**config.mk**
```make
export PLATFORM = sky130hd
export DESIGN_NAME = x86_16_instruction_length_decoder_flat
export DESIGN_NICKNAME = d
export VERILOG_FILES = /design/src/rtl/xild_pkg.sv /design/src/rtl/xild_if.sv /design/src/rtl/xild_opdec.sv /design/src/rtl/xild_core.sv /design/src/rtl/x86_16_instruction_length_decoder.sv /design/src/flat_wrapper.sv
export SDC_FILE = /design/constraint.sdc
export NUM_CORES = 1
export LEC_CHECK = 0
export BUFFER_PORTS_ARGS = -buffer_cell sky130_fd_sc_hd__buf_2
export CELL_PAD_IN_SITES_DETAIL_PLACEMENT = 0
export CELL_PAD_IN_SITES_GLOBAL_PLACEMENT = 1
export CORE_AREA = 2 2 80 82
export DETAILED_ROUTE_END_ITERATION = 10
export DIE_AREA = 0 0 82 84
export PLACE_DENSITY = 0.92
export SYNTH_ARGS = -nofsm -noshare
export SYNTH_HDL_FRONTEND = slang
export SYNTH_SLANG_ARGS = --single-unit
```
**constraint.sdc**
```tcl
create_clock -name clock -period 5.15 [get_ports clock]
set_input_delay 0.2575 -clock clock [delete_from_list [all_inputs] [get_ports clock]]
set_output_delay 0.2575 -clock clock [all_outputs]
set_load 0.1 [all_outputs]
```
**src/rtl/xild_pkg.sv**
```systemverilog
// Shared types and constants for the x86 16-bit instruction length decoder.
// Depends on nothing; used by the opcode classifier, the step core and the top level.
package xild_pkg;

   localparam int unsigned ByteWidth   = 8;
   localparam int unsigned LengthWidth = 8;
   localparam int unsigned StatusWidth = 2;
   localparam int unsigned SkipWidth   = 3;
   localparam int unsigned ImmWidth    = 2;

   typedef logic [StatusWidth-1:0] status_type;

   localparam status_type StatusOk      = 2'd0;
   localparam status_type StatusOverrun = 2'd1;
   localparam status_type StatusUnknown = 2'd2;

   localparam logic [LengthWidth-1:0] LengthMax = '1;

   // What an opcode byte starts
   typedef enum logic [2:0] {
      KIND_UNKNOWN,
      KIND_DONE,
      KIND_PREFIX,
      KIND_IMM,
      KIND_MODRM
   } kind_type;

   // Which ModR/M restriction the opcode puts on the following byte
   typedef enum logic [3:0] {
      CHK_NONE,
      CHK_SEGREG,
      CHK_NOREG3,
      CHK_POP,
      CHK_MOV,
      CHK_SHIFT,
      CHK_GRP3,
      CHK_GRP4,
      CHK_GRP5
   } check_type;

   typedef struct packed {
      kind_type                kind;
      logic [SkipWidth-1:0]    imm;
      check_type               chk;
   } op_class_type;

endpackage

```
**src/rtl/xild_if.sv**
```systemverilog
// Valid/ready channel interfaces for the length decoder: code byte requests
// in, length/status responses out. Uses xild_pkg for field widths.
interface xild_req_if;
   logic                             valid;
   logic                             ready;
   logic [xild_pkg::ByteWidth-1:0]   code_byte;
   logic                             last_in_buffer;

   modport source (output valid, output code_byte, output last_in_buffer, input ready);
   modport sink   (input valid, input code_byte, input last_in_buffer, output ready);
endinterface

interface xild_rsp_if;
   logic                             valid;
   logic                             ready;
   logic [xild_pkg::LengthWidth-1:0] instruction_length;
   logic [xild_pkg::StatusWidth-1:0] status;

   modport source (output valid, output instruction_length, output status, input ready);
   modport sink   (input valid, input instruction_length, input status, output ready);
endinterface

```
**src/rtl/xild_opdec.sv**
```systemverilog
// Opcode classifier: maps one opcode byte to its kind, immediate size and
// ModR/M check class. Pure combinational; uses xild_pkg types.
module xild_opdec (
   input  logic [xild_pkg::ByteWidth-1:0] opcode,
   output xild_pkg::op_class_type         op_class
);

   logic [7:0] b;
   assign b = opcode;

   always_comb begin
      op_class.kind = xild_pkg::KIND_UNKNOWN;
      op_class.imm  = 3'd0;
      op_class.chk  = xild_pkg::CHK_NONE;
      if (b < 8'h40 && b[2:1] != 2'b11) begin
         // ALU ops: r/m forms take ModR/M, accumulator forms take an immediate
         if (!b[2]) begin
            op_class.kind = xild_pkg::KIND_MODRM;
         end else begin
            op_class.kind = xild_pkg::KIND_IMM;
            op_class.imm  = (b[2:0] == 3'd4) ? 3'd1 : 3'd2;
         end
      end else if ((b & 8'hE6) == 8'h06 && b != 8'h0F) begin
         op_class.kind = xild_pkg::KIND_DONE;
      end else if ((b & 8'hE7) == 8'h26) begin
         op_class.kind = xild_pkg::KIND_PREFIX;
      end else if ((b & 8'hE0) == 8'h40) begin
         op_class.kind = xild_pkg::KIND_DONE;
      end else if ((b & 8'hF0) == 8'h70) begin
         op_class.kind = xild_pkg::KIND_IMM;
         op_class.imm  = 3'd1;
      end else if ((b & 8'hFE) == 8'h80) begin
         op_class.kind = xild_pkg::KIND_MODRM;
         op_class.imm  = {2'b00, b[0]} + 3'd1;
      end else if (b == 8'h83) begin
         op_class.kind = xild_pkg::KIND_MODRM;
         op_class.imm  = 3'd1;
      end else if ((b & 8'hFE) == 8'h86 || (b & 8'hFC) == 8'h88) begin
         op_class.kind = xild_pkg::KIND_MODRM;
      end else if ((b & 8'hFD) == 8'h8C) begin
         op_class.kind = xild_pkg::KIND_MODRM;
         op_class.chk  = xild_pkg::CHK_SEGREG;
      end else if (b == 8'h8D) begin
         op_class.kind = xild_pkg::KIND_MODRM;
         op_class.chk  = xild_pkg::CHK_NOREG3;
      end else if (b == 8'h8F) begin
         op_class.kind = xild_pkg::KIND_MODRM;
         op_class.chk  = xild_pkg::CHK_POP;
      end else if ((b & 8'hF8) == 8'h90) begin
         op_class.kind = xild_pkg::KIND_DONE;
      end else if ((b & 8'hFC) == 8'hA0) begin
         op_class.kind = xild_pkg::KIND_IMM;
         op_class.imm  = 3'd2;
      end else if ((b & 8'hFC) == 8'hA4) begin
         op_class.kind = xild_pkg::KIND_DONE;
      end else if (b == 8'hA8) begin
         op_class.kind = xild_pkg::KIND_IMM;
         op_class.imm  = 3'd1;
      end else if (b == 8'hA9) begin
         op_class.kind = xild_pkg::KIND_IMM;
         op_class.imm  = 3'd2;
      end else if ((b & 8'hFE) == 8'hAA || (b & 8'hFC) == 8'hAC) begin
         op_class.kind = xild_pkg::KIND_DONE;
      end else if ((b & 8'hF0) == 8'hB0) begin
         op_class.kind = xild_pkg::KIND_IMM;
         op_class.imm  = b[3] ? 3'd2 : 3'd1;
      end else if (b == 8'hC2) begin
         op_class.kind = xild_pkg::KIND_IMM;
         op_class.imm  = 3'd2;
      end else if (b == 8'hC3) begin
         op_class.kind = xild_pkg::KIND_DONE;
      end else if ((b & 8'hFE) == 8'hC4) begin
         op_class.kind = xild_pkg::KIND_MODRM;
         op_class.chk  = xild_pkg::CHK_NOREG3;
      end else if ((b & 8'hFE) == 8'hC6) begin
         op_class.kind = xild_pkg::KIND_MODRM;
         op_class.chk  = xild_pkg::CHK_MOV;
         op_class.imm  = {2'b00, b[0]} + 3'd1;
      end else if (b == 8'hCB) begin
         op_class.kind = xild_pkg::KIND_DONE;
      end else if (b == 8'hCD) begin
         op_class.kind = xild_pkg::KIND_IMM;
         op_class.imm  = 3'd1;
      end else if ((b & 8'hFC) == 8'hD0) begin
         op_class.kind = xild_pkg::KIND_MODRM;
         op_class.chk  = xild_pkg::CHK_SHIFT;
      end else if ((b & 8'hFC) == 8'hE0) begin
         op_class.kind = xild_pkg::KIND_IMM;
         op_class.imm  = 3'd1;
      end else if ((b & 8'hFE) == 8'hE8) begin
         op_class.kind = xild_pkg::KIND_IMM;
         op_class.imm  = 3'd2;
      end else if (b == 8'hEA) begin
         // far jump: offset and segment
         op_class.kind = xild_pkg::KIND_IMM;
         op_class.imm  = 3'd4;
      end else if (b == 8'hEB) begin
         op_class.kind = xild_pkg::KIND_IMM;
         op_class.imm  = 3'd1;
      end else if ((b & 8'hFE) == 8'hF2) begin
         op_class.kind = xild_pkg::KIND_DONE;
      end else if ((b & 8'hFE) == 8'hF6) begin
         op_class.kind = xild_pkg::KIND_MODRM;
         op_class.chk  = xild_pkg::CHK_GRP3;
         op_class.imm  = {2'b00, b[0]} + 3'd1;
      end else if ((b & 8'hFC) == 8'hF8 || (b & 8'hFE) == 8'hFC) begin
         op_class.kind = xild_pkg::KIND_DONE;
      end else if (b == 8'hFE) begin
         op_class.kind = xild_pkg::KIND_MODRM;
         op_class.chk  = xild_pkg::CHK_GRP4;
      end else if (b == 8'hFF) begin
         op_class.kind = xild_pkg::KIND_MODRM;
         op_class.chk  = xild_pkg::CHK_GRP5;
      end
   end

endmodule

```
**src/rtl/xild_core.sv**
```systemverilog
// Decode state machine and response register: consumes one registered code
// byte per step and produces at most one length/status response.
// Depends on xild_pkg and xild_opdec.
module xild_core (
   input  logic                               clock,
   input  logic                               reset,
   input  logic                               in_valid,
   input  logic [xild_pkg::ByteWidth-1:0]     code_byte,
   input  logic                               last_in_buffer,
   input  logic                               out_ready,
   output logic                               step,
   output logic                               out_valid,
   output logic [xild_pkg::LengthWidth-1:0]   out_length,
   output xild_pkg::status_type               out_status
);

   typedef enum logic [1:0] {
      PH_OPCODE,
      PH_MODRM,
      PH_SKIP,
      PH_SPARE
   } phase_type;

   phase_type                           phase_ff, phase_in;
   xild_pkg::check_type                 chk_ff, chk_in;
   logic [xild_pkg::ImmWidth-1:0]       imm_after_ff, imm_after_in;
   logic [xild_pkg::SkipWidth-1:0]      skip_ff, skip_in;
   logic [xild_pkg::LengthWidth-1:0]    len_ff, len_in;
   logic                                out_valid_ff, out_valid_in;
   logic [xild_pkg::LengthWidth-1:0]    out_length_ff, out_length_in;
   xild_pkg::status_type                out_status_ff, out_status_in;

   xild_pkg::op_class_type              op_class;
   logic [xild_pkg::LengthWidth-1:0]    len_next;
   logic                                emit;
   xild_pkg::status_type                emit_status;
   logic                                modrm_bad;
   logic [1:0]                          disp;
   logic [xild_pkg::SkipWidth-1:0]      modrm_imm;
   logic [xild_pkg::SkipWidth-1:0]      modrm_total;
   logic [xild_pkg::SkipWidth-1:0]      skip_left;

   xild_opdec u_opdec (
      .opcode   (code_byte),
      .op_class (op_class)
   );

   assign step     = in_valid && (!out_valid_ff || out_ready);
   assign len_next = (len_ff != xild_pkg::LengthMax) ? len_ff + 8'd1 : xild_pkg::LengthMax;

   // ModR/M restrictions of the held opcode
   always_comb begin
      case (chk_ff)
         xild_pkg::CHK_SEGREG: modrm_bad = code_byte[5];
         xild_pkg::CHK_NOREG3: modrm_bad = (code_byte[7:6] == 2'b11);
         xild_pkg::CHK_POP:    modrm_bad = (code_byte[5:3] != 3'd0) || (code_byte[7:6] == 2'b11);
         xild_pkg::CHK_MOV:    modrm_bad = (code_byte[5:3] != 3'd0);
         xild_pkg::CHK_SHIFT:  modrm_bad = (code_byte[5:3] == 3'd6);
         xild_pkg::CHK_GRP3:   modrm_bad = (code_byte[5:3] == 3'd1);
         xild_pkg::CHK_GRP4:   modrm_bad = (code_byte[5:4] != 2'd0);
         xild_pkg::CHK_GRP5:   modrm_bad = (code_byte[5:3] == 3'd7)
                                        || (code_byte[7:3] == 5'b11011)
                                        || (code_byte[7:3] == 5'b11101);
         default:              modrm_bad = 1'b0;
      endcase
   end

   // Displacement size from mod/rm
   always_comb begin
      if (code_byte[7:6] == 2'b11) begin
         disp = 2'd0;
      end else if (code_byte[7:6] == 2'b10 || (code_byte & 8'hC7) == 8'h06) begin
         disp = 2'd2;
      end else if (code_byte[7:6] == 2'b01) begin
         disp = 2'd1;
      end else begin
         disp = 2'd0;
      end
   end

   // Group 3: only TEST carries an immediate
   assign modrm_imm   = (chk_ff == xild_pkg::CHK_GRP3 && code_byte[5:3] != 3'd0)
                        ? 3'd0 : {1'b0, imm_after_ff};
   assign modrm_total = {1'b0, disp} + modrm_imm;
   assign skip_left   = (skip_ff != 3'd0) ? skip_ff - 3'd1 : 3'd0;

   always_comb begin
      phase_in     = phase_ff;
      chk_in       = chk_ff;
      imm_after_in = imm_after_ff;
      skip_in      = skip_ff;
      len_in       = len_ff;
      emit         = 1'b0;
      emit_status  = xild_pkg::StatusOk;
      case (phase_ff)
         PH_MODRM: begin
            if (modrm_bad) begin
               emit        = 1'b1;
               emit_status = xild_pkg::StatusUnknown;
            end else if (modrm_total == 3'd0) begin
               emit = 1'b1;
            end else if (last_in_buffer) begin
               emit        = 1'b1;
               emit_status = xild_pkg::StatusOverrun;
            end else begin
               skip_in  = modrm_total;
               len_in   = len_next;
               phase_in = PH_SKIP;
            end
         end
         PH_SKIP: begin
            if (skip_left == 3'd0) begin
               emit = 1'b1;
            end else if (last_in_buffer) begin
               emit        = 1'b1;
               emit_status = xild_pkg::StatusOverrun;
            end else begin
               skip_in = skip_left;
               len_in  = len_next;
            end
         end
         default: begin
            if (op_class.kind == xild_pkg::KIND_DONE) begin
               emit = 1'b1;
            end else if (op_class.kind == xild_pkg::KIND_UNKNOWN) begin
               emit        = 1'b1;
               emit_status = xild_pkg::StatusUnknown;
            end else if (last_in_buffer) begin
               emit        = 1'b1;
               emit_status = xild_pkg::StatusOverrun;
            end else begin
               len_in = len_next;
               if (op_class.kind == xild_pkg::KIND_PREFIX) begin
                  phase_in = PH_OPCODE;
               end else if (op_class.kind == xild_pkg::KIND_IMM) begin
                  skip_in  = op_class.imm;
                  phase_in = PH_SKIP;
               end else begin
                  chk_in       = op_class.chk;
                  imm_after_in = op_class.imm[xild_pkg::ImmWidth-1:0];
                  phase_in     = PH_MODRM;
               end
            end
         end
      endcase
      // Every response starts the next instruction from scratch
      if (emit) begin
         phase_in     = PH_OPCODE;
         chk_in       = xild_pkg::CHK_NONE;
         imm_after_in = '0;
         skip_in      = '0;
         len_in       = '0;
      end
   end

   always_comb begin
      out_valid_in  = out_valid_ff && !out_ready;
      out_length_in = out_length_ff;
      out_status_in = out_status_ff;
      if (step && emit) begin
         out_valid_in  = 1'b1;
         out_length_in = len_next;
         out_status_in = emit_status;
      end
   end

   always_ff @(posedge clock) begin
      if (reset) begin
         phase_ff     <= PH_OPCODE;
         chk_ff       <= xild_pkg::CHK_NONE;
         imm_after_ff <= '0;
         skip_ff      <= '0;
         len_ff       <= '0;
         out_valid_ff <= 1'b0;
      end else begin
         if (step) begin
            phase_ff     <= phase_in;
            chk_ff       <= chk_in;
            imm_after_ff <= imm_after_in;
            skip_ff      <= skip_in;
            len_ff       <= len_in;
         end
         out_valid_ff <= out_valid_in;
      end
      out_length_ff <= out_length_in;
      out_status_ff <= out_status_in;
   end

   assign out_valid  = out_valid_ff;
   assign out_length = out_length_ff;
   assign out_status = out_status_ff;

   a_skip_nonzero: assert property (@(posedge clock) disable iff (reset)
      phase_ff == PH_SKIP |-> skip_ff != 3'd0)
      else $error("skip phase entered with nothing to skip");

   a_len_in_progress: assert property (@(posedge clock) disable iff (reset)
      phase_ff != PH_OPCODE |-> len_ff != '0)
      else $error("instruction in progress with zero length");

   a_emit_restarts: assert property (@(posedge clock) disable iff (reset)
      step && emit |=> phase_ff == PH_OPCODE && len_ff == '0)
      else $error("state not cleared after response");

   a_rsp_sane: assert property (@(posedge clock) disable iff (reset)
      out_valid_ff |-> out_length_ff != '0 && out_status_ff != 2'd3)
      else $error("response with zero length or bad status");

   a_rsp_hold: assert property (@(posedge clock) disable iff (reset)
      out_valid_ff && !out_ready |=> out_valid_ff)
      else $error("stalled response dropped");

endmodule

```
**src/rtl/x86_16_instruction_length_decoder.sv**
```systemverilog
// Top level of the x86 16-bit instruction length decoder.
// Depends on xild_pkg, xild_if and xild_core.
//
// Takes one code byte per request and returns one response (length, status)
// per instruction, when its last byte is seen, on an error, or when the byte
// flagged last_in_buffer leaves it unfinished. A request is taken every clock
// cycle as long as responses drain; a response is registered from the request
// holding the instruction's final byte, which passes the request register and
// then the response register. The rate is set by the per-byte decode state
// update.
module x86_16_instruction_length_decoder (
   input  logic       clock,
   input  logic       reset,
   xild_req_if.sink   req_chan,
   xild_rsp_if.source rsp_chan
);

   logic                             in_valid_ff, in_valid_in;
   logic [xild_pkg::ByteWidth-1:0]   in_byte_ff, in_byte_in;
   logic                             in_last_ff, in_last_in;
   logic                             step;
   logic                             req_take;

   assign req_chan.ready = !in_valid_ff || step;
   assign req_take       = req_chan.valid && req_chan.ready;

   always_comb begin
      in_valid_in = in_valid_ff && !step;
      in_byte_in  = in_byte_ff;
      in_last_in  = in_last_ff;
      if (req_take) begin
         in_valid_in = 1'b1;
         in_byte_in  = req_chan.code_byte;
         in_last_in  = req_chan.last_in_buffer;
      end
   end

   always_ff @(posedge clock) begin
      if (reset) begin
         in_valid_ff <= 1'b0;
      end else begin
         in_valid_ff <= in_valid_in;
      end
      in_byte_ff <= in_byte_in;
      in_last_ff <= in_last_in;
   end

   xild_core u_core (
      .clock          (clock),
      .reset          (reset),
      .in_valid       (in_valid_ff),
      .code_byte      (in_byte_ff),
      .last_in_buffer (in_last_ff),
      .out_ready      (rsp_chan.ready),
      .step           (step),
      .out_valid      (rsp_chan.valid),
      .out_length     (rsp_chan.instruction_length),
      .out_status     (rsp_chan.status)
   );

endmodule

```
**src/flat_wrapper.sv**
```systemverilog
// flat-port wrapper written by rule: the top's interface ports become plain ports
module x86_16_instruction_length_decoder_flat 
  (clock, reset, req_chan_valid, req_chan_code_byte, req_chan_last_in_buffer, req_chan_ready, rsp_chan_valid, rsp_chan_instruction_length, rsp_chan_status, rsp_chan_ready);
  xild_req_if req_chan_i ();
  xild_rsp_if rsp_chan_i ();
  input  logic clock;
  input  logic reset;
  input wire logic [$bits(req_chan_i.valid)-1:0] req_chan_valid;
  input wire logic [$bits(req_chan_i.code_byte)-1:0] req_chan_code_byte;
  input wire logic [$bits(req_chan_i.last_in_buffer)-1:0] req_chan_last_in_buffer;
  output wire logic [$bits(req_chan_i.ready)-1:0] req_chan_ready;
  output wire logic [$bits(rsp_chan_i.valid)-1:0] rsp_chan_valid;
  output wire logic [$bits(rsp_chan_i.instruction_length)-1:0] rsp_chan_instruction_length;
  output wire logic [$bits(rsp_chan_i.status)-1:0] rsp_chan_status;
  input wire logic [$bits(rsp_chan_i.ready)-1:0] rsp_chan_ready;
  assign req_chan_i.valid = req_chan_valid;
  assign req_chan_i.code_byte = req_chan_code_byte;
  assign req_chan_i.last_in_buffer = req_chan_last_in_buffer;
  assign req_chan_ready = req_chan_i.ready;
  assign rsp_chan_valid = rsp_chan_i.valid;
  assign rsp_chan_instruction_length = rsp_chan_i.instruction_length;
  assign rsp_chan_status = rsp_chan_i.status;
  assign rsp_chan_i.ready = rsp_chan_ready;
  x86_16_instruction_length_decoder u_core (.clock(clock), .reset(reset), .req_chan(req_chan_i), .rsp_chan(rsp_chan_i));
endmodule
```
==> reports/metrics.cfg <==
[sta]
fin_crit_ns = 3.95
hold_violations = 0
holdWs_ns = 0.131
setup_slack_ns = 1.20
rsz0062_at_grt = false
maxSlewViolCount = 0
slew_headroom_pct = 54.8
fin_tns_setup_ns = 0
timing.final.crit_share_pct = 76.7
clock.fmax_ghz = 0.253
tightest_slew_ns = 0.678
setup_viol = 0
fin_skew_ns = 0.00525

[routing]
vias = 2596
ant_nets = 0
totalWireLength_um = 6990
viasPerCell = 6.17
drt-pass1-iter-count = 7
drt_iter0_drc = 199
wl_per_cell_um = 16.6
drc_errors = 0

[clock_tree]
clock_latency_ns = 0.30
h-tree-depth = 2
cts_root_buf = clkbuf_8
cts.sinks = 40
clkTransAtPathRegs_ns = 0.08
cts_resized = 0
post_cts_buffers = 0
cts_inserted_buffers = 5
cts_tree = yes
cts_buffer_depth = 2
cts_hold_buf = 0

[setup_path]
worstPathArrival_ns = 3.92
worst-path-max-fanout = 20
regToRegStartpoint = u_core.in_byte_ff[4]
r2r-end = u_core.u_core.out_status[1]
crit_path_start_kind = flip-flop
cp-endpoint = u_core.u_core.out_status[1]
cpMaxStageDelayCell = edfxtp_1
end_kind = flip-flop
reg2reg_depth = 13
cp.required_ns = 5.12
crit_family = simple AND/OR/NAND/NOR gates
cp_common_cell = inv_1
worstSetupPathType = reg2reg
critPathLaunch = u_core.in_byte_ff[4]
worstPathCellList = nor3_1 -> nand3b_1 -> and2_1 -> ha_1 -> inv_1 -> fa_1 -> nand3b_1 -> inv_1 -> a31oi_1 -> a221oi_4 -> a2bb2oi_2 -> nand2_1 -> inv_1
slowest_delay_ns = 0.68
r2r_slack_ns = 1.20
crit_buf_inv = 3
path_depth = 13

[yosys]
netlist.area_leader.share_pct = 20.0
synth_fp_nets = 344
synth-edff-count = 19
synth_area_leaders = edfxtp_1 20%, dfxtp_1 15%, nand2_1 3.2%
synth.avg_cell_area_um2 = 8.77
syn_inst = 326
postSynth.asyncResetShare_pct = 0
syn_area_mm2 = 0.00286
synth.largest_area_cell = edfxtp_1
synthFlopType = dfxtp_1
yosys_warnings = 0
seq_area_frac_synth_pct = 34.7
ys_types = 71
yosys_register_bits = 40

[floorplan]
core_area_mm2 = 0.00610
die_area_mm2 = 0.00689
initial_utilization_pct = 46.9
die_w_um = 82
io_pins = 25
rows = 29
die_y_um = 84

[layout]
fin_util_pct = 51.1
final_cells = 421
postLayoutCellArea_mm2 = 0.00312
area_growth_pct = 9.02
antenna_cells = 0
nets = 361
drive_gt1_share_pct = 16.3
layout_common_cells = 24 x nand2_1, 24 x buf_2, 22 x inv_1, 21 x dfxtp_1

[global_routing]
grt_pass1_vias = 2367
grt-ovfl-total = 0
grt_pass1_wl_um = 11600
grtUsageTotal_pct = 21.6
grt_max_degree = 25
antenna_found_initial = 0

[hold_path]
hold_class = in2reg
hold_start = req_chan_code_byte[0]

[placement]
place_area_mm2 = 0.00300
gp_congestion = 0.987
dp_cells = 413
detailed_place_hpwl_um = 5010
place_ws_ns = 1.25
port_buffers = 24

[power]
p_leak_nw = 1.18
p_per_area_mw_per_mm2 = 249
vdd_drop_max_mv = 0.167
power_mw = 0.775

[run]
drv_cap = 0

[run_status]
status = finished clean

-- registers in the layout, summed over array words and instances (netlist names), 2 cells and up --
register                    cells
u_core.u_core.out_length        8
u_core.in_byte_ff               8
u_core.u_core.phase_ff          2
u_core.u_core.imm_after_ff      2
u_core.u_core.out_status        2
u_core.u_core.chk_ff            4
u_core.u_core.skip_ff           3
u_core.u_core.len_ff            8
-- worst min path at each step --
stage | endpoint | slack [ns] | cells after the start
after floorplan | u_core.in_byte_ff[0] | 0.36 | 0
after global placement | u_core.in_byte_ff[0] | 0.43 | 1
after detailed placement | u_core.in_byte_ff[0] | 0.44 | 1
after CTS | u_core.in_byte_ff[0] | 0.12 | 1
after global routing | u_core.in_byte_ff[5] | 0.12 | 1
final | u_core.in_byte_ff[0] | 0.13 | 1
-- layout make-up --
class                   count  area [um2]
clock buffers               5        68.8
clock inverters             3        42.5
fillers                   561        2980
inverters                  23        86.3
multi-input cells         246        1690
flip-flops and latches     40         991
well taps                  77        96.3
repair buffers             27         143
-- where the power goes --
group          switching [mW]  internal, mW
Combinational           0.113        0.0437
Clock                   0.115         0.144
Sequential             0.0149         0.345
Total                   0.243         0.532
-- layer usage --
metal  wire length, um  global-route usage, %
met1              3170                   31.0
met2              3210                   31.5
met3               464                   4.76
met4               144                   7.88
met5                 0                      0
-- synth_stat cells (all sizes together) (3+ instances only) --
cell type,instances
and2,8
inv,23
a31oi,5
o211ai,8
ha,4
a21oi,16
a211o,3
clkbuf,4
nand3,11
o22ai,5
dfxtp,21
nand2b,14
a21o,3
and3,8
nor3b,3
edfxtp,19
a211oi,7
nand3b,4
nor3,8
nand2,24
o2bb2ai,7
or2,6
nand4,4
nor2b,7
xnor2,3
nor2,19
nor4,5
o21ai,20
mux2i,3
buf,13
o31ai,4
a22o,6
-- cell families (layout without fill, tap and decap cells) --
| family | Yosys count | after routing | share of synthesized area (%) |
|---|---|---|---|
| AO/OA/AOI/OAI | 105 | 105 | 27.6 |
| XOR/XNOR | 5 | 5 | 1.53 |
| adder cells (fa/ha/maj) | 5 | 5 | 2.45 |
| buffers and inverters | 40 | 58 | 6.26 |
| flip-flops | 40 | 40 | 34.7 |
| multiplexers | 3 | 3 | 1.05 |
| AND/OR/NAND/NOR | 128 | 128 | 26.4 |
-- worst register-to-register path: cells and delay by family, from the launching register on --
| kind | cells | cell delay (ns) |
|---|---|---|
| buffers and inverters | 3 | 0.47 |
| AOI/OAI and AO/OA | 3 | 0.84 |
| adders and majority gates | 2 | 0.63 |
| DFF | 1 | 0.68 |
| and+or+nand+nor | 5 | 1.02 |
No activity file was read; power rests on OpenSTA's default activity.
